$ cat config.mk
export PLATFORM = sky130hd
export DESIGN_NAME = utf8_code_point_decoder
export DESIGN_NICKNAME = d
export VERILOG_FILES = /design/src/rtl/utf8d_pkg.sv /design/src/rtl/utf8d_front.sv /design/src/rtl/utf8d_queue.sv /design/src/rtl/utf8d_back.sv /design/src/rtl/utf8_code_point_decoder.sv
export VERILOG_INCLUDE_DIRS = /design/src /design/src/rtl
export SDC_FILE = /design/constraint.sdc
export NUM_CORES = 1
export LEC_CHECK = 0
export BUFFER_PORTS_ARGS = -buffer_cell sky130_fd_sc_hd__buf_2
export CAP_MARGIN = 20
export CORE_ASPECT_RATIO = 0.9
export CORE_MARGIN = 2
export CORE_UTILIZATION = 35
export CTS_CLUSTER_DIAMETER = 30
export DETAILED_ROUTE_END_ITERATION = 10
export SETUP_SLACK_MARGIN = 0.02
export SYNTH_ARGS = -nofsm -noshare
export SYNTH_HDL_FRONTEND = slang
export SYNTH_SLANG_ARGS = --single-unit
$ cat constraint.sdc
create_clock -name clk -period 3.07 [get_ports clk]
set_input_delay 0.614 -clock clk [delete_from_list [all_inputs] [get_ports clk]]
set_output_delay 0.614 -clock clk [all_outputs]
set_load 0.005 [all_outputs]
$ cat src/rtl/utf8_code_point_decoder_assert.svh
// Assertion macros shared by the decoder modules.
// Each macro samples on the rising edge of clk and is off while arst_n is low.
`ifndef UTF8_CODE_POINT_DECODER_ASSERT_SVH
`define UTF8_CODE_POINT_DECODER_ASSERT_SVH

// Check that a property holds.
`define U8D_ASSERT(name, prop) \
	name: assert property (@(posedge clk) disable iff (!arst_n) prop) \
		else $error("utf8 decoder assertion failed");

// Check that a condition never occurs.
`define U8D_NEVER(name, cond) \
	name: assert property (@(posedge clk) disable iff (!arst_n) !(cond)) \
		else $error("utf8 decoder forbidden condition seen");

`endif

$ cat src/rtl/utf8d_pkg.sv
package utf8d_pkg;

	// Field widths
	localparam int unsigned BYTE_W     = 8;
	localparam int unsigned CP_W       = 21;
	localparam int unsigned PARTIAL_W  = 15;
	localparam int unsigned OUT_DATA_W = 24;

	// Default depth of the queue between front and back
	localparam int unsigned QUEUE_DEPTH_DEF = 4;

	// Replacement character '?'
	localparam logic [CP_W-1:0] QMARK = 21'd63;

	// Sequence lengths; zero means no sequence open
	localparam logic [2:0] SEQ_NONE = 3'd0;
	localparam logic [2:0] SEQ_LEN2 = 3'd2;
	localparam logic [2:0] SEQ_LEN3 = 3'd3;
	localparam logic [2:0] SEQ_LEN4 = 3'd4;

	// Work item for the back part: qcount '?' results, then an optional value
	typedef struct packed {
		logic [1:0]      qcount;
		logic            has_val;
		logic [CP_W-1:0] val;
		logic            fin;
	} cmd_t;

endpackage

$ cat src/rtl/utf8d_front.sv
`include "utf8_code_point_decoder_assert.svh"

module utf8d_front
	import utf8d_pkg::*;
(
	input  logic              clk,
	input  logic              arst_n,
	input  logic              s_tvalid,
	output logic              s_tready,
	input  logic [BYTE_W-1:0] s_tdata,   // [7:0] text_byte
	input  logic              s_tlast,   // final_byte
	input  logic              q_full,
	output logic              push,
	output cmd_t              push_cmd
);

	logic [2:0]           seq_len_q;
	logic [1:0]           taken_q;
	logic [PARTIAL_W-1:0] partial_q;

	logic                 accept;
	logic                 is_cont;
	logic [2:0]           taken_nx;
	logic [CP_W-1:0]      grown;
	logic [2:0]           seq_len_d;
	logic [1:0]           taken_d;
	logic [PARTIAL_W-1:0] partial_d;
	cmd_t                 cmd;

	assign s_tready = !q_full;
	assign accept   = s_tvalid && s_tready;
	assign is_cont  = (s_tdata[7:6] == 2'b10);
	assign taken_nx = {1'b0, taken_q} + 3'd1;
	assign grown    = {partial_q, s_tdata[5:0]};

	// Classify the byte against the open sequence
	always_comb begin
		seq_len_d   = SEQ_NONE;
		taken_d     = 2'd0;
		partial_d   = '0;
		cmd.qcount  = 2'd0;
		cmd.has_val = 1'b0;
		cmd.val     = QMARK;
		cmd.fin     = s_tlast;
		if (seq_len_q != SEQ_NONE && is_cont) begin
			if (taken_nx == seq_len_q) begin
				cmd.has_val = 1'b1;
				cmd.val     = grown;
			end else if (s_tlast) begin
				cmd.qcount = taken_nx[1:0];
			end else begin
				seq_len_d = seq_len_q;
				taken_d   = taken_nx[1:0];
				partial_d = grown[PARTIAL_W-1:0];
			end
		end else begin
			// Flush a broken sequence, then decode the byte afresh
			cmd.qcount = (seq_len_q != SEQ_NONE) ? taken_q : 2'd0;
			priority if (s_tdata[7] == 1'b0) begin
				cmd.has_val = 1'b1;
				cmd.val     = {{(CP_W-BYTE_W){1'b0}}, s_tdata};
			end else if (s_tdata[7:5] == 3'b110) begin
				if (s_tlast) begin
					cmd.has_val = 1'b1;
				end else begin
					seq_len_d = SEQ_LEN2;
					taken_d   = 2'd1;
					partial_d = {{(PARTIAL_W-5){1'b0}}, s_tdata[4:0]};
				end
			end else if (s_tdata[7:4] == 4'b1110) begin
				if (s_tlast) begin
					cmd.has_val = 1'b1;
				end else begin
					seq_len_d = SEQ_LEN3;
					taken_d   = 2'd1;
					partial_d = {{(PARTIAL_W-4){1'b0}}, s_tdata[3:0]};
				end
			end else if (s_tdata[7:3] == 5'b11110) begin
				if (s_tlast) begin
					cmd.has_val = 1'b1;
				end else begin
					seq_len_d = SEQ_LEN4;
					taken_d   = 2'd1;
					partial_d = {{(PARTIAL_W-3){1'b0}}, s_tdata[2:0]};
				end
			end else begin
				// Stray continuation or F8..FF
				cmd.has_val = 1'b1;
			end
		end
	end

	// Drop bytes that cause no result
	assign push     = accept && (cmd.has_val || cmd.qcount != 2'd0);
	assign push_cmd = cmd;

	// Advance sequence state per accepted transaction
	always_ff @(posedge clk or negedge arst_n) begin
		if (!arst_n) begin
			seq_len_q <= SEQ_NONE;
			taken_q   <= 2'd0;
			partial_q <= '0;
		end else if (accept) begin
			seq_len_q <= seq_len_d;
			taken_q   <= taken_d;
			partial_q <= partial_d;
		end
	end

	`U8D_ASSERT(a_open_taken_ok, seq_len_q != SEQ_NONE |-> taken_q != 2'd0 && {1'b0, taken_q} < seq_len_q)
	`U8D_ASSERT(a_final_closes, accept && s_tlast |=> seq_len_q == SEQ_NONE)

endmodule

$ cat src/rtl/utf8d_queue.sv
`include "utf8_code_point_decoder_assert.svh"

module utf8d_queue
	import utf8d_pkg::*;
#(
	parameter int unsigned DEPTH = QUEUE_DEPTH_DEF
) (
	input  logic clk,
	input  logic arst_n,
	input  logic push,
	input  cmd_t push_cmd,
	output logic full,
	input  logic pop,
	output logic hd_valid,
	output cmd_t hd_cmd
);

	localparam int unsigned PW = (DEPTH > 1) ? $clog2(DEPTH) : 1;
	localparam int unsigned CW = $clog2(DEPTH + 1);

	cmd_t          mem_q [DEPTH];
	logic [PW-1:0] wr_ptr_q;
	logic [PW-1:0] rd_ptr_q;
	logic [CW-1:0] count_q;

	assign full     = (count_q == CW'(DEPTH));
	assign hd_valid = (count_q != '0);
	assign hd_cmd   = mem_q[rd_ptr_q];

	// Store pushed work items
	always_ff @(posedge clk) begin
		if (push) begin
			mem_q[wr_ptr_q] <= push_cmd;
		end
	end

	// Advance pointers and occupancy
	always_ff @(posedge clk or negedge arst_n) begin
		if (!arst_n) begin
			wr_ptr_q <= '0;
			rd_ptr_q <= '0;
			count_q  <= '0;
		end else begin
			if (push) begin
				wr_ptr_q <= (wr_ptr_q == PW'(DEPTH - 1)) ? '0 : wr_ptr_q + 1'b1;
			end
			if (pop) begin
				rd_ptr_q <= (rd_ptr_q == PW'(DEPTH - 1)) ? '0 : rd_ptr_q + 1'b1;
			end
			unique case ({push, pop})
				2'b10:   count_q <= count_q + 1'b1;
				2'b01:   count_q <= count_q - 1'b1;
				default: count_q <= count_q;
			endcase
		end
	end

	`U8D_NEVER(a_push_when_full, push && full)
	`U8D_NEVER(a_pop_when_empty, pop && !hd_valid)

endmodule

$ cat src/rtl/utf8d_back.sv
`include "utf8_code_point_decoder_assert.svh"

module utf8d_back
	import utf8d_pkg::*;
(
	input  logic                  clk,
	input  logic                  arst_n,
	input  logic                  hd_valid,
	input  cmd_t                  hd_cmd,
	output logic                  pop,
	output logic                  m_tvalid,
	input  logic                  m_tready,
	output logic [OUT_DATA_W-1:0] m_tdata,   // [20:0] code_point, rest zero
	output logic                  m_tlast,   // text_done
	output logic                  m_tuser    // run_last
);

	logic [1:0]      idx_q;
	logic            m_tvalid_q;
	logic [CP_W-1:0] cp_q;
	logic            done_q;
	logic            run_last_q;

	logic            load;
	logic            take;
	logic            emit_qm;
	logic            last;

	assign load    = !m_tvalid_q || m_tready;
	assign take    = load && hd_valid;
	assign emit_qm = (idx_q != hd_cmd.qcount);
	assign last    = emit_qm ? ((idx_q + 2'd1 == hd_cmd.qcount) && !hd_cmd.has_val) : 1'b1;
	assign pop     = take && last;

	// Expand the head work item into one result per transaction
	always_ff @(posedge clk or negedge arst_n) begin
		if (!arst_n) begin
			m_tvalid_q <= 1'b0;
			idx_q      <= 2'd0;
		end else begin
			if (load) begin
				m_tvalid_q <= hd_valid;
			end
			if (take) begin
				idx_q <= last ? 2'd0 : idx_q + 2'd1;
			end
		end
	end

	// Hold result payload until taken
	always_ff @(posedge clk) begin
		if (take) begin
			cp_q       <= emit_qm ? QMARK : hd_cmd.val;
			done_q     <= last && hd_cmd.fin;
			run_last_q <= last;
		end
	end

	assign m_tvalid = m_tvalid_q;
	assign m_tdata  = {{(OUT_DATA_W-CP_W){1'b0}}, cp_q};
	assign m_tlast  = done_q;
	assign m_tuser  = run_last_q;

	`U8D_ASSERT(a_idx_in_range, hd_valid |-> idx_q <= hd_cmd.qcount)
	`U8D_ASSERT(a_idx_idle_zero, !hd_valid |-> idx_q == 2'd0)

endmodule

$ cat src/rtl/utf8_code_point_decoder.sv
// Channel | Direction | tdata                  | tlast      | tuser
// s_*     | in        | [7:0] text_byte        | final_byte | -
// m_*     | out       | [20:0] code_point      | text_done  | run_last
//
// The front decodes one byte per cycle while the queue has room and pushes a
// work item for every byte that causes results; the back emits one result per
// cycle while m_tready is high. A byte causes up to four results, so the
// output side sets the long-run rate, one byte per cycle for well-formed text.
// arst_n clears the open sequence, the queue and the output register.
// Input stalls only when the queue is full; output stalls fill the queue.
module utf8_code_point_decoder
	import utf8d_pkg::*;
#(
	parameter int unsigned QUEUE_DEPTH = QUEUE_DEPTH_DEF
) (
	input  logic                  clk,
	input  logic                  arst_n,
	input  logic                  s_tvalid,
	output logic                  s_tready,
	input  logic [BYTE_W-1:0]     s_tdata,   // [7:0] text_byte
	input  logic                  s_tlast,   // final_byte
	output logic                  m_tvalid,
	input  logic                  m_tready,
	output logic [OUT_DATA_W-1:0] m_tdata,   // [20:0] code_point, [23:21] zero
	output logic                  m_tlast,   // text_done
	output logic                  m_tuser    // run_last
);

	logic push;
	cmd_t push_cmd;
	logic q_full;
	logic pop;
	logic hd_valid;
	cmd_t hd_cmd;

	// Classify bytes and track the open sequence
	utf8d_front u_front (
		.clk      (clk),
		.arst_n   (arst_n),
		.s_tvalid (s_tvalid),
		.s_tready (s_tready),
		.s_tdata  (s_tdata),
		.s_tlast  (s_tlast),
		.q_full   (q_full),
		.push     (push),
		.push_cmd (push_cmd)
	);

	// Decouple front and back
	utf8d_queue #(
		.DEPTH (QUEUE_DEPTH)
	) u_queue (
		.clk      (clk),
		.arst_n   (arst_n),
		.push     (push),
		.push_cmd (push_cmd),
		.full     (q_full),
		.pop      (pop),
		.hd_valid (hd_valid),
		.hd_cmd   (hd_cmd)
	);

	// Emit results
	utf8d_back u_back (
		.clk      (clk),
		.arst_n   (arst_n),
		.hd_valid (hd_valid),
		.hd_cmd   (hd_cmd),
		.pop      (pop),
		.m_tvalid (m_tvalid),
		.m_tready (m_tready),
		.m_tdata  (m_tdata),
		.m_tlast  (m_tlast),
		.m_tuser  (m_tuser)
	);

endmodule
### Word-level counts from Yosys, hierarchy flattened

Memory sizes are Yosys's and may differ from the RTL's.
Cells that the tools add are included.
W data, S select, Z words.

* bits in registers: 53
* memory bits (writable): 100
* input bits: 13
* output and inout port bits: 28
* word-level logic and storage cells: 94
* memories kept: 1

Memory list
* u_queue.mem_q: depth 4, bits a word 25, rd ports 1, clocked after memory_dff 0, write ports 1, line utf8d_queue.sv:21 `cmd_t mem_q [DEPTH];`

* add/sub/neg operators: 6
* equality and inequality tests: 13
* multiplexer cells: 46
* reduce and logical (&&, ||, !) cells: 17

Operators by type and width (count)
* $mux W15: 7
* $mux W2: 14
* $mux W3: 9
* $mux W24: 1
* $mux W22: 1
* $mux W1: 10
* $eq A2 B2 Y1 const B: 4
* $logic_and A1 B1 Y1: 7
* $mux W7: 1
* $add A2 B1 Y2 const B: 3
* $eq A3 B3 Y1 const B: 2
* $pmux W3 S2: 1
* $reduce_bool A3 Y1: 2
* $eq A5 B5 Y1 const B: 1
* $mux W5: 1
* $eq A4 B4 Y1 const B: 1
* $mux W4: 1
* $reduce_bool A2 Y1: 2
* $add A2 B1 Y3 const B: 1
* $add A3 B1 Y3 const B: 1
* $eq A3 B3 Y1: 1
* $logic_not A1 Y1: 3
* $ne A3 B3 Y1 const B: 1
* $sub A3 B1 Y3 const B: 1
* 5 further kinds: 6

### Logic depth before layout (Yosys ltp)

Gate-level depths: netlist (run 1).

* depth in word-level cells: 11
* depth in mapped cells: 12
* gate-level depth less buffers: 12

### Hierarchy

Synthesis (run 1) repeated with hierarchy kept, for this count alone.

* cells, all modules: 364
* area, all modules: 6374.9 sq um

By module, submodules not included
* utf8d_queue: times used 1, cells each 166, area each 4066.4 sq um, seq. area each 3178.0 sq um
* utf8d_front: times used 1, cells each 124, area each 1216.2 sq um, seq. area each 500.5 sq um
* utf8d_back: times used 1, cells each 74, area each 1092.3 sq um, seq. area each 765.7 sq um

### Worst setup path after synthesis (run 1)

OpenSTA, ideal clock, no wires.

* kind: reg-to-reg
* start point: register u_queue.rd_ptr_q[0]
* end point: register u_queue.count_q[2]
* setup time: 79 ps
* data arrival time: 2648 ps
* required time: 2991 ps
* slack: 343 ps
* cell stages (with the launch flop): 12
* path buffers: 1
* clock period less this slack: 2727 ps
* cells stage by stage: dfrtp_1 buf_6 mux4_2 xnor2_4 a21oi_2 nor3_4 ha_1 inv_1 fa_1 xor2_1 nor2_1 xor2_1

* cells in the longest elaborated chain, start to end: 7
* elaborated cells on any way between the ends: 11
* classes of those cells: 4 x eq/ne; 2 x mux; 4 x reduce/logical; 1 x memory

RTL lines
* from (decl): line utf8d_queue.sv:23 `logic [PW-1:0] rd_ptr_q;`
* from (signal assigned): line utf8d_queue.sv:48 `rd_ptr_q <= (rd_ptr_q == PW'(DEPTH - 1)) ? '0 : rd_ptr_q + 1'b1;`
* $mem_v2 Z4 W25 *
* $eq A2 B2 Y1 / $logic_not A1 Y1 (equally long branches): line utf8d_back.sv:32 `assign last = emit_qm ? ((idx_q + 2'd1 == hd_cmd.qcount) && !hd_cmd.has_val) : 1'b1;`
* $logic_and A1 B1 Y1: line utf8d_back.sv:32
* $mux W1 *: line utf8d_back.sv:32
* $logic_and A1 B1 Y1 *: line utf8d_back.sv:33 `assign pop = take && last;`
* via pop: line utf8_code_point_decoder.sv:32 `logic pop;`
* $eq A2 B1 Y1 / $eq A2 B2 Y1 (equally long branches): line utf8d_queue.sv:50 `unique case ({push, pop})`
* $pmux W3 S2 / $reduce_bool A2 Y1 (equally long branches)
* to (signal assigned): line utf8d_queue.sv:51 `2'b10: count_q <= count_q + 1'b1;`
* to (signal assigned): line utf8d_queue.sv:52 `2'b01: count_q <= count_q - 1'b1;`
* to (signal assigned): line utf8d_queue.sv:53 `default: count_q <= count_q;`
* to (decl): line utf8d_queue.sv:24 `logic [CW-1:0] count_q;`

The timed path passes the listed nets; every way through them passes the cells marked *.
A chain may end at the register's enable or synchronous reset.

### Final worst setup path (run 1)

* start point: register u_front.taken_q[0]
* end point: register u_queue.count_q[2]

* cells in the longest elaborated chain, start to end: 9
* elaborated cells on any way between the ends: 14
* classes of those cells: 1 x add/sub; 3 x eq/ne; 6 x mux; 4 x reduce/logical

RTL lines
* from (decl): line utf8d_front.sv:18 `logic [1:0] taken_q;`
* from (signal assigned): line utf8d_front.sv:105 `taken_q <= taken_d;`
* $add A2 B1 Y3: line utf8d_front.sv:33 `assign taken_nx = {1'b0, taken_q} + 3'd1;`
* $eq A3 B3 Y1 / $mux W2 (equally long branches): line utf8d_front.sv:46, utf8d_front.sv:49
* $mux W2: line utf8d_front.sv:46 `if (taken_nx == seq_len_q) begin`
* $mux W24 *: line utf8d_front.sv:45 `if (seq_len_q != SEQ_NONE && is_cont) begin`
* $reduce_bool A2 Y1: line utf8d_front.sv:94 `assign push = accept && (cmd.has_val || cmd.qcount != 2'd0);`
* $logic_or A1 B1 Y1 *: line utf8d_front.sv:94
* $logic_and A1 B1 Y1 *: line utf8d_front.sv:94
* $eq A2 B1 Y1 / $eq A2 B2 Y1 (equally long branches): line utf8d_queue.sv:50
* $pmux W3 S2 / $reduce_bool A2 Y1 (equally long branches)

Every way passes the cells marked *; elsewhere a longest branch is shown, timed or not.

==> results of run 1 <==
==> layout make-up <==
type	instances	area, sq um	area share
multi-input combinational	205	1743	0.2334
tap	240	300.3	0.04021
clock inverter	14	113.9	0.01525
clock buffer	18	450.4	0.06031
timing repair buffer	55	370.4	0.04959
inverter	12	45.04	0.006031
sequential	153	4446	0.5952
==> flip-flops by register name (all words and copies together) (netlist names) <==
register	count
u_queue.mem_q	100
u_back.cp_q	21
u_front.partial_q	15
u_front.seq_len_q	3
u_queue.count_q	3
u_back.idx_q	2
u_front.taken_q	2
u_queue.rd_ptr_q	2
u_queue.wr_ptr_q	2
u_back.m_tlast	1
u_back.m_tuser	1
u_back.m_tvalid	1
==> Yosys cell counts (4+ instances only) <==
cell	number	area [sq um]
edfxtp_1	123	3694
nand2_1	36	135.1
dfrtp_1	30	750.7
mux4_2	22	495.5
and2_1	19	118.9
a21oi_1	16	80.08
and3_1	16	100.1
inv_1	12	45.04
clkbuf_1	10	37.54
nor2_1	10	37.54
nand2b_1	8	50.05
o21ai_0	8	40.04
ha_1	7	87.58
mux2_2	6	67.56
or2_2	6	37.54
nand3_1	4	20.02
xnor2_1	4	35.03
==> power groups by stage <==
stage	clock [W]	combinational [W]	sequential, W
finish	0.00196	0.00211	0.00300
global route	0.00208	0.00232	0.00305
CTS	0.00199	0.00216	0.00301
detailed placement	0	0.00215	0.00305
global placement	0	0.00210	0.00303
floorplan	0	0.00140	0.00301
==> routing by layer <==
metal / vias up / global-route usage
li1: 1575 / -
met5: - / 0
met1: 1731 / 0.1701
met3: 13 / 0.04306
met4: 0 / 0.03922
met2: 79 / 0.2241
==> kinds of logic after synthesis <==
logic type | count (synthesis) | share of synthesized area
AO/OA/AOI/OAI | 40 | 0.04227
XOR/XNOR | 8 | 0.01409
adder cells (fa/ha/maj) | 8 | 0.01706
buffers and inverters | 30 | 0.02123
flip-flops | 153 | 0.7048
multiplexers | 33 | 0.1050
other | 1 | 0.0005947
AND/OR/NAND/NOR | 113 | 0.09504
==> worst max-delay path: stages, from the launching register on <==
cell and delay (ns):
dfrtp_1 0.45, ha_2 0.41, xnor2_1 0.14, nand3_1 0.12, a41oi_1 0.26, o32ai_2 0.17, inv_1 0.10, ha_1 0.18
inv_1 0.07, fa_1 0.42, xor2_1 0.15, nor2_1 0.12, xor2_1 0.15
==> stage by stage <==
stage / area, sq um / hold WS [ns] / util / instances / setup slack [ns]
after CTS: 7460 / 0.2854 / 0.4236 / 697 / 0.1246
after detailed placement: 6895 / 0.4787 / 0.3915 / 665 / 0.1194
after floorplan: 6314 / 0.3184 / - / 388 / 0.3431
after global placement: 6895 / 0.4759 / 0.3915 / 665 / 0.2196
final: 7468 / 0.2642 / 0.4241 / 697 / 0.2619
after global routing: 7468 / 0.3129 / 0.4241 / 697 / 0.02249
==> repair_timing <==
| action | CTS | global route |
|---|---|---|
| hold buffers | 0 | 0 |
| endpoints found under the setup margin | 0 | 2 |
| resized for setup | 0 | 3 |
==> worst max-delay path by stage <==
| stage | from | slack, ns | to |
|---|---|---|---|
| 3_5_place_dp | s_tdata[7] | 0.12 | u_queue.count_q[2]$_DFFE_PN0P_ |
| 4_1_cts | u_front.taken_q[0]$_DFFE_PN0P_ | 0.12 | u_queue.count_q[2]$_DFFE_PN0P_ |
| 3_3_place_gp | s_tdata[7] | 0.22 | u_queue.count_q[2]$_DFFE_PN0P_ |
| 2_1_floorplan | u_queue.rd_ptr_q[0]$_DFFE_PN0P_ | 0.34 | u_queue.count_q[2]$_DFFE_PN0P_ |
| 5_1_grt | u_front.taken_q[0]$_DFFE_PN0P_ | 0.02 | u_queue.count_q[2]$_DFFE_PN0P_ |
| 6_report | u_front.taken_q[0]$_DFFE_PN0P_ | 0.26 | u_queue.count_q[2]$_DFFE_PN0P_ |
==> out/qor.txt, run 1 <==
clk_skew = 0.007687 ns
drt wl/cell = 17.78 um
Via Count = 3398
count of cell types in the netlist = 47
Rel. slew slack = 0.4860
ys async rst share = 0.1961
CTS tree = built
CP Class = register to register
Final period util = 0.9147
most used flip-flop cell after synthesis = edfxtp_1
area grow syn2layout = 18.43%
GR Util All Layers = 0.1349
Final TNS setup = 0 ns
worst slew pin tran = 0.7710 ns
WL met1 = 5.483 mm
leakage = 2.751 nW
switching share of power = 0.3081
sequential share of the synthesized area = 0.7048
largest net degree at the start of global routing = 31
Slew Viols, Final = 0
GPL Wtd Cong = 0.7969
Clk Tree Root Cell = clkbuf_16
# port buffers = 37
number of synthesized register bits = 153
cell row count = 46
Reg2Reg Setup Slack = 0.26 ns
Core Box Area = 17610 sq um
Mapped Avg Cell Area = 16.34 sq um
PwrDens = 946.5 nW/um^2
post-layout minimum cycle time = 2.808 ns
initial antenna violation count = 0
setup repair bufs after CTS = 0
antenna-violating nets left = 0
R2R cell count = 12
worst path arrival time = 3.15 ns
reg2reg start = u_front.taken_q[0]$_DFFE_PN0P_
clock buffer depth = 2
yosys warns = 0
DRT iter0 DRCs = 193
vias per cell = 4.875
hpwl dp = 7.969 mm
synthesized instance count = 386
RSZ-0062 raised after global routing = no
Layout fillers = 1606
Post-route DRC = 0
vias in the first global route = 3560
clock sink count = 153
number of buffers created by CTS = 17
FF-to-FF End = u_queue.count_q[2]$_DFFE_PN0P_
Setup crit start kind = register
Worst Path Max Fanout = 7
setup violators final = 0
Top Ports = 41
Horiz. Die Dim = 145.5 um
Diodes inserted = 0
share of post-route cells with drive strength above 1 = 0.2823
met3 routed WL = 555 um
Die ar. = 19110 sq um
most common cell after layout, fill and taps aside = edfxtp_1
first-pass GRT wire length = 19.34 mm
most frequent cells in the layout = edfxtp_1, buf_2, nand2_1, dfrtp_1, mux4_2
uppermost routed layer = met4
Post-Syn Area = 6306 sq um
DIE HEIGHT = 131.3 um
clock latency on the worst-skew pair = 0.42 ns
Logic pwr share = 0.298
Power Total = 0.007069 W
Internal = 0.004891 W
Post-synth EDFFs = 123
DRT Pass-1 Iters = 5
max-cap viol count = 0
nature of the critical path endpoint = register
maximum vdd drop = 474.0 uV
Worst Hold Class = input pin to async pin
sequential power share = 0.425
DR WL met2 = 6.227 mm
status = finished clean
Final Hold Violating Endpoints = 0
Starting Density = 0.3581
Final #Nets = 465
clk slew on worst S/H paths = 0.07 ns
Crit path required time = 3.42 ns
final WL = 12.39 mm
clock share of power = 0.277
Peak Freq = 0.3561 GHz
H-tree depth = 4
grt ovf = 0
switching pwr = 0.002178 W
(Power assumes the default switching activity.)
==> run 2: changes to the inputs <==
==> constraint.sdc (replaced) <==
create_clock -name clk -period 3.1 [get_ports clk]
set_input_delay 0.62 -clock clk [delete_from_list [all_inputs] [get_ports clk]]
set_output_delay 0.62 -clock clk [all_outputs]
set_load 0.005 [all_outputs]
==> out/qor.txt, run 2 (synthesized netlist as in run 1, its figures left out) <==
GPL Wtd Cong = 0.8089 (+1.5%)
vias per cell = 4.897 (+0.44%)
Internal = 0.004923 W (+0.65%)
Diodes inserted = 0 (unchanged)
Core Box Area = 17610 sq um (unchanged)
share of post-route cells with drive strength above 1 = 0.2763 (-0.005960)
Crit path required time = 3.45 ns (+0.03 ns)
clock sink count = 153 (unchanged)
Rel. slew slack = 0.4999 (+0.01390)
Clk Tree Root Cell = clkbuf_16
drt wl/cell = 18.13 um (+2.0%)
hpwl dp = 7.989 mm (+0.25%)
grt ovf = 0 (unchanged)
final WL = 12.62 mm (+1.8%)
Horiz. Die Dim = 145.5 um (unchanged)
first-pass GRT wire length = 20.01 mm (+3.5%)
DIE HEIGHT = 131.3 um (unchanged)
hold buffers post-CTS = 0 (unchanged)
maximum vdd drop = 418.6 uV (-12%)
Via Count = 3408 (+0.29%)
Worst Path Max Fanout = 7 (unchanged)
Top Ports = 41 (unchanged)
worst path arrival time = 3.25 ns (+0.10 ns)
CP Class = register to register
Slew Viols, Final = 0 (unchanged)
GR Util All Layers = 0.1399 (+0.005003)
sequential power share = 0.425 (about the same)
crit-path max cell delay = 0.43 ns (-0.02 ns)
worst slew pin tran = 0.7502 ns (-0.02085 ns)
post-layout minimum cycle time = 2.900 ns (+0.09229 ns)
Reg2Reg Setup Slack = 0.20 ns (-0.06 ns)
largest net degree at the start of global routing = 31 (unchanged)
Peak Freq = 0.3448 GHz (-3.2%)
Worst Hold Class = input pin to async pin
clk slew on worst S/H paths = 0.06 ns (about the same)
# port buffers = 37 (unchanged)
Final period util = 0.9356 (+0.02092)
Die ar. = 19110 sq um (unchanged)
H-tree depth = 4 (unchanged)
clk_skew = 0.01401 ns (+0.006320 ns)
placed cells = 664 (-0.15%)
clock buffer depth = 2 (unchanged)
DRT Pass-1 Iters = 4 (-1)
Post-route DRC = 0 (unchanged)
clock latency on the worst-skew pair = 0.43 ns (about the same)
CTS tree = built
Final #Nets = 464 (-0.22%)
DRT iter0 DRCs = 301 (+56%)
switching share of power = 0.2983 (-0.009808)
Setup crit start kind = register
RSZ-0062 raised after global routing = no
max-cap viol count = 0 (unchanged)
max FFs per register = 100 (unchanged)
Starting Density = 0.3581 (unchanged)
cell row count = 46 (unchanged)
CP max stage cell = dfrtp_1
leakage = 2.740 nW (-0.41%)
area grow syn2layout = 18.47% (about the same)
Final TNS setup = 0 ns (unchanged)
clock share of power = 0.277 (about the same)
# resized after CTS = 0 (unchanged)
Non-Filler Instances = 696 (-0.14%)
CP Cell Sequence = ha_1 > xnor2_2 > and3_1 > a211oi_2 > o32ai_2 > inv_1 > ha_1 > inv_1 > fa_1 > xor2_1 > nor2_1 > xor2_1
Largest Register = u_queue.mem_q
antenna-violating nets left = 0 (unchanged)
initial antenna violation count = 0 (unchanged)
status = finished clean
most frequent cells in the layout = edfxtp_1, buf_2, nand2_1, dfrtp_1, mux4_2
Final Hold Violating Endpoints = 0 (unchanged)
setup repair bufs after CTS = 0 (unchanged)
setup violators final = 0 (unchanged)
switching pwr = 0.002093 W (-3.9%)
PwrDens = 939.0 nW/um^2 (-0.79%)
number of buffers created by CTS = 17 (unchanged)
vias in the first global route = 3542 (-0.51%)
Logic pwr share = 0.299 (about the same)
nature of the critical path endpoint = register
most common cell after layout, fill and taps aside = edfxtp_1
top flop regs = u_queue.mem_q: 100 flops, u_back.cp_q: 21 flops, u_front.partial_q: 15 flops
## run 2: changes by cell type in the layout (fill, tap and decap cells not counted), moves of 2 or more
cell        previous run  this run
clkbuf_1               0         4
clkinv_4               4         0
clkbuf_8               0         3
inv_6                  3         0
clkinvlp_4             2         4
inv_8                  2         0
## run 2: metal layers
layer	track usage	part of all wire	vias to the layer above
met5	0	0	-
met4	0.05719	0.016	0
met3	0.03750	0.043	14
met2	0.2264	0.51	85
met1	0.1794	0.43	1739
li1	-	-	1570
## run 2: area by class of cell
| type | instances | area [sq um] |
|---|---|---|
| Tap cell | 240 | 300.3 |
| Fill cell | 1610 | 10140 |
| Timing Repair Buffer | 54 | 362.8 |
| Clock inverter | 8 | 75.07 |
| Multi-Input combinational cell | 205 | 1760 |
| Inverter | 12 | 45.04 |
| Sequential cell | 153 | 4446 |
| Clock buffer | 24 | 481.7 |
## run 2: stage by stage
| stage | instance area [sq um] | setup slack, ns | utilization | hold slack [ns] | total power (W) |
|---|---|---|---|---|---|
| 6_report | 7471 | 0.1996 | 0.4242 | 0.2691 | 0.007015 |
| 5_1_grt | 7471 | 0.06164 | 0.4242 | 0.3036 | 0.007410 |
| 4_1_cts | 7445 | 0.08279 | 0.4227 | 0.2650 | 0.007103 |
| 3_5_place_dp | 6888 | 0.09959 | 0.3911 | 0.4835 | 0.005148 |
| 3_3_place_gp | 6888 | 0.2528 | 0.3911 | 0.4761 | 0.005080 |
| 2_1_floorplan | 6314 | 0.3731 | - | 0.3244 | 0.004366 |
## run 2: worst paths after layout
check,startpoint,end,depth (start not counted)
min reg2reg,u_queue.count_q[2]$_DFFE_PN0P_,u_queue.count_q[2]$_DFFE_PN0P_,1
min,arst_n,u_front.partial_q[8]$_DFFE_PN0P_,1
max reg2reg,u_front.taken_q[0]$_DFFE_PN0P_,u_queue.count_q[2]$_DFFE_PN0P_,12
min in group clk,s_tdata[1],u_front.partial_q[1]$_DFFE_PN0P_,2
max in group asynchronous,arst_n,u_queue.rd_ptr_q[0]$_DFFE_PN0P_,1
max,u_front.taken_q[0]$_DFFE_PN0P_,u_queue.count_q[2]$_DFFE_PN0P_,12
## run 2: power groups by stage
| stage | Combinational, W | Sequential [W] | Clock [W] |
|---|---|---|---|
| 6_report | 0.00210 | 0.00298 | 0.00194 |
| 3_3_place_gp | 0.00208 | 0.00300 | 0 |
| 4_1_cts | 0.00214 | 0.00298 | 0.00198 |
| 2_1_floorplan | 0.00138 | 0.00298 | 0 |
| 5_1_grt | 0.00231 | 0.00303 | 0.00207 |
| 3_5_place_dp | 0.00212 | 0.00302 | 0 |
## run 2: critical path, delay by kind of cell, from the launching register on
family | cells | cell delay (ns)
AO/OA/AOI/OAI | 2 | 0.39
XOR/XNOR | 3 | 0.48
adder cells (fa/ha/maj) | 3 | 1.02
buffers and inverters | 2 | 0.17
flip-flops | 1 | 0.43
AND/OR/NAND/NOR | 2 | 0.34
==> run 3: changes to the inputs <==
--- a/config.mk
+++ b/config.mk
@@ -11,6 +11,7 @@
 export CORE_ASPECT_RATIO = 0.9
 export CORE_MARGIN = 2
 export CORE_UTILIZATION = 35
+export CTS_BUF_LIST = sky130_fd_sc_hd__clkbuf_4 sky130_fd_sc_hd__clkbuf_8
 export CTS_CLUSTER_DIAMETER = 30
 export DETAILED_ROUTE_END_ITERATION = 10
 export SETUP_SLACK_MARGIN = 0.02
==> out/qor.txt, run 3 (synthesized netlist as in run 1, its figures left out) <==
DRT Pass-1 Iters = 4 (unchanged)
area of the multi-input gates = 1760 sq um (unchanged)
Setup crit start kind = register
CP Cell Sequence = ha_1 > xnor2_2 > and3_1 > a211oi_2 > o32ai_2 > inv_1 > ha_1 > inv_1 > fa_1 > xor2_1 > nor2_1 > xor2_1
most common cell after layout, fill and taps aside = edfxtp_1
vias in the first global route = 3526 (-0.45%)
PwrDens = 890.8 nW/um^2 (-5.1%)
H-tree depth = 4 (unchanged)
nature of the critical path endpoint = register
Seq. cell area = 4446 sq um (unchanged)
CP Class = register to register
Worst Path Max Fanout = 7 (unchanged)
max FFs per register = 100 (unchanged)
grt ovf = 0 (unchanged)
Horiz. Die Dim = 145.5 um (unchanged)
hold buffers post-CTS = 0 (unchanged)
setup repair bufs after CTS = 0 (unchanged)
status = finished clean
first-pass GRT wire length = 19.72 mm (-1.4%)
crit-path max cell delay = 0.44 ns (about the same)
setup violators final = 0 (unchanged)
cell row count = 46 (unchanged)
# resized after CTS = 0 (unchanged)
clock latency on the worst-skew pair = 0.44 ns (about the same)
Power Total = 0.006498 W (-7.4%)
antenna-violating nets left = 0 (unchanged)
DIE HEIGHT = 131.3 um (unchanged)
Rel. slew slack = 0.5013 (+0.001413)
Top Ports = 41 (unchanged)
final WL = 12.43 mm (-1.5%)
Non-Filler Instances = 696 (unchanged)
Peak Freq = 0.3444 GHz (-0.12%)
maximum vdd drop = 442.5 uV (+5.7%)
Clk Tree Root Cell = clkbuf_8
vias per cell = 4.891 (-0.12%)
Crit path required time = 3.46 ns (about the same)
worst path arrival time = 3.27 ns (+0.02 ns)
number of buffers created by CTS = 17 (unchanged)
Final period util = 0.9368 (+0.001160)
GR Util All Layers = 0.1371 (-0.002820)
Die ar. = 19110 sq um (unchanged)
area grow syn2layout = 15.67%
CTS tree = built
Diodes inserted = 0 (unchanged)
clk slew on worst S/H paths = 0.08 ns (+0.02 ns)
post-layout minimum cycle time = 2.904 ns (+0.003597 ns)
Starting Density = 0.3581 (unchanged)
placed cells = 664 (unchanged)
DRT iter0 DRCs = 297 (-1.3%)
pre-CTS WS = 0.09959 ns (unchanged)
Core Box Area = 17610 sq um (unchanged)
Post-route DRC = 0 (unchanged)
share of post-route cells with drive strength above 1 = 0.2851 (+0.008772)
Slew Viols, Final = 0 (unchanged)
clock buffer depth = 2 (unchanged)
clk_skew = 0.01468 ns (+0.0006759 ns)
CP max stage cell = dfrtp_1
top flop regs = u_queue.mem_q: 100 flops, u_back.cp_q: 21 flops, u_front.partial_q: 15 flops
most frequent cells in the layout = edfxtp_1, buf_2, nand2_1, dfrtp_1, mux4_2
hpwl dp = 7.989 mm (unchanged)
Final TNS setup = 0 ns (unchanged)
Final Hold Violating Endpoints = 0 (unchanged)
Final #Nets = 464 (unchanged)
RSZ-0062 raised after global routing = no
clock sink count = 153 (unchanged)
Largest Register = u_queue.mem_q
initial antenna violation count = 0 (unchanged)
worst slew pin tran = 0.7481 ns (-0.002120 ns)
worst setup margin = 0.1960 ns (-0.003597 ns)
Via Count = 3404 (-0.12%)
GPL Wtd Cong = 0.8089 (unchanged)
max-cap viol count = 0 (unchanged)
largest net degree at the start of global routing = 31 (unchanged)
drt wl/cell = 17.86 um (-1.5%)
leakage = 2.666 nW (-2.7%)
Worst Hold Class = input pin to async pin
# port buffers = 37 (unchanged)
Layout fillers = 1641 (+1.9%)
## run 3: layout make-up
class | instances | area share
clock inverters | 8 | 0.01029
well taps | 240 | 0.04117
flip-flops and latches | 153 | 0.6094
inverters | 12 | 0.006175
repair buffers | 54 | 0.04974
clock buffers | 24 | 0.04185
multi-input cells | 205 | 0.2413
## run 3: worst paths after layout
path	startpoint	endpoint	slack, ns	cells past startpoint
worst min-delay path	arst_n	u_back.idx_q[1]$_DFFE_PN0P_	0.24	1
min in group clk	s_tdata[1]	u_front.partial_q[1]$_DFFE_PN0P_	0.43	2
worst min register to register	u_queue.count_q[2]$_DFFE_PN0P_	u_queue.count_q[2]$_DFFE_PN0P_	0.50	1
worst max-delay path	u_front.taken_q[0]$_DFFE_PN0P_	u_queue.count_q[2]$_DFFE_PN0P_	0.20	12
max in group asynchronous	arst_n	u_queue.rd_ptr_q[0]$_DFFE_PN0P_	2.33	1
worst max register to register	u_front.taken_q[0]$_DFFE_PN0P_	u_queue.count_q[2]$_DFFE_PN0P_	0.20	12
## run 3: critical path, delay by kind of cell, from the launching register on
| family | cells | cell delay, ns |
|---|---|---|
| adder cells (fa/ha/maj) | 3 | 1.02 |
| XOR/XNOR | 3 | 0.48 |
| flip-flops | 1 | 0.44 |
| AO/OA/AOI/OAI | 2 | 0.38 |
| AND/OR/NAND/NOR | 2 | 0.34 |
| buffers and inverters | 2 | 0.17 |
## run 3: through the flow
| step | util | area [sq um] | hold WS, ns |
|---|---|---|---|
| after floorplan | - | 6314 | 0.3244 |
| after global placement | 0.3911 | 6888 | 0.4761 |
| after detailed placement | 0.3911 | 6888 | 0.4835 |
| after CTS | 0.4127 | 7268 | 0.2257 |
| after global routing | 0.4142 | 7295 | 0.2616 |
| final | 0.4142 | 7295 | 0.2406 |
## run 3: where the power goes
group | leakage (nW) | total [W] | internal, W | switching (W)
combinational | 0.934 | 0.00209 | 0.000962 | 0.00113
clock | 0.189 | 0.00144 | 0.000730 | 0.000707
sequential | 1.54 | 0.00297 | 0.00279 | 0.000178
## run 3: per-layer routing
layer	global-route usage	wire length [um]
met5	0	0
met4	0.04902	121
met3	0.03646	736
met2	0.2238	6300
met1	0.1773	5274
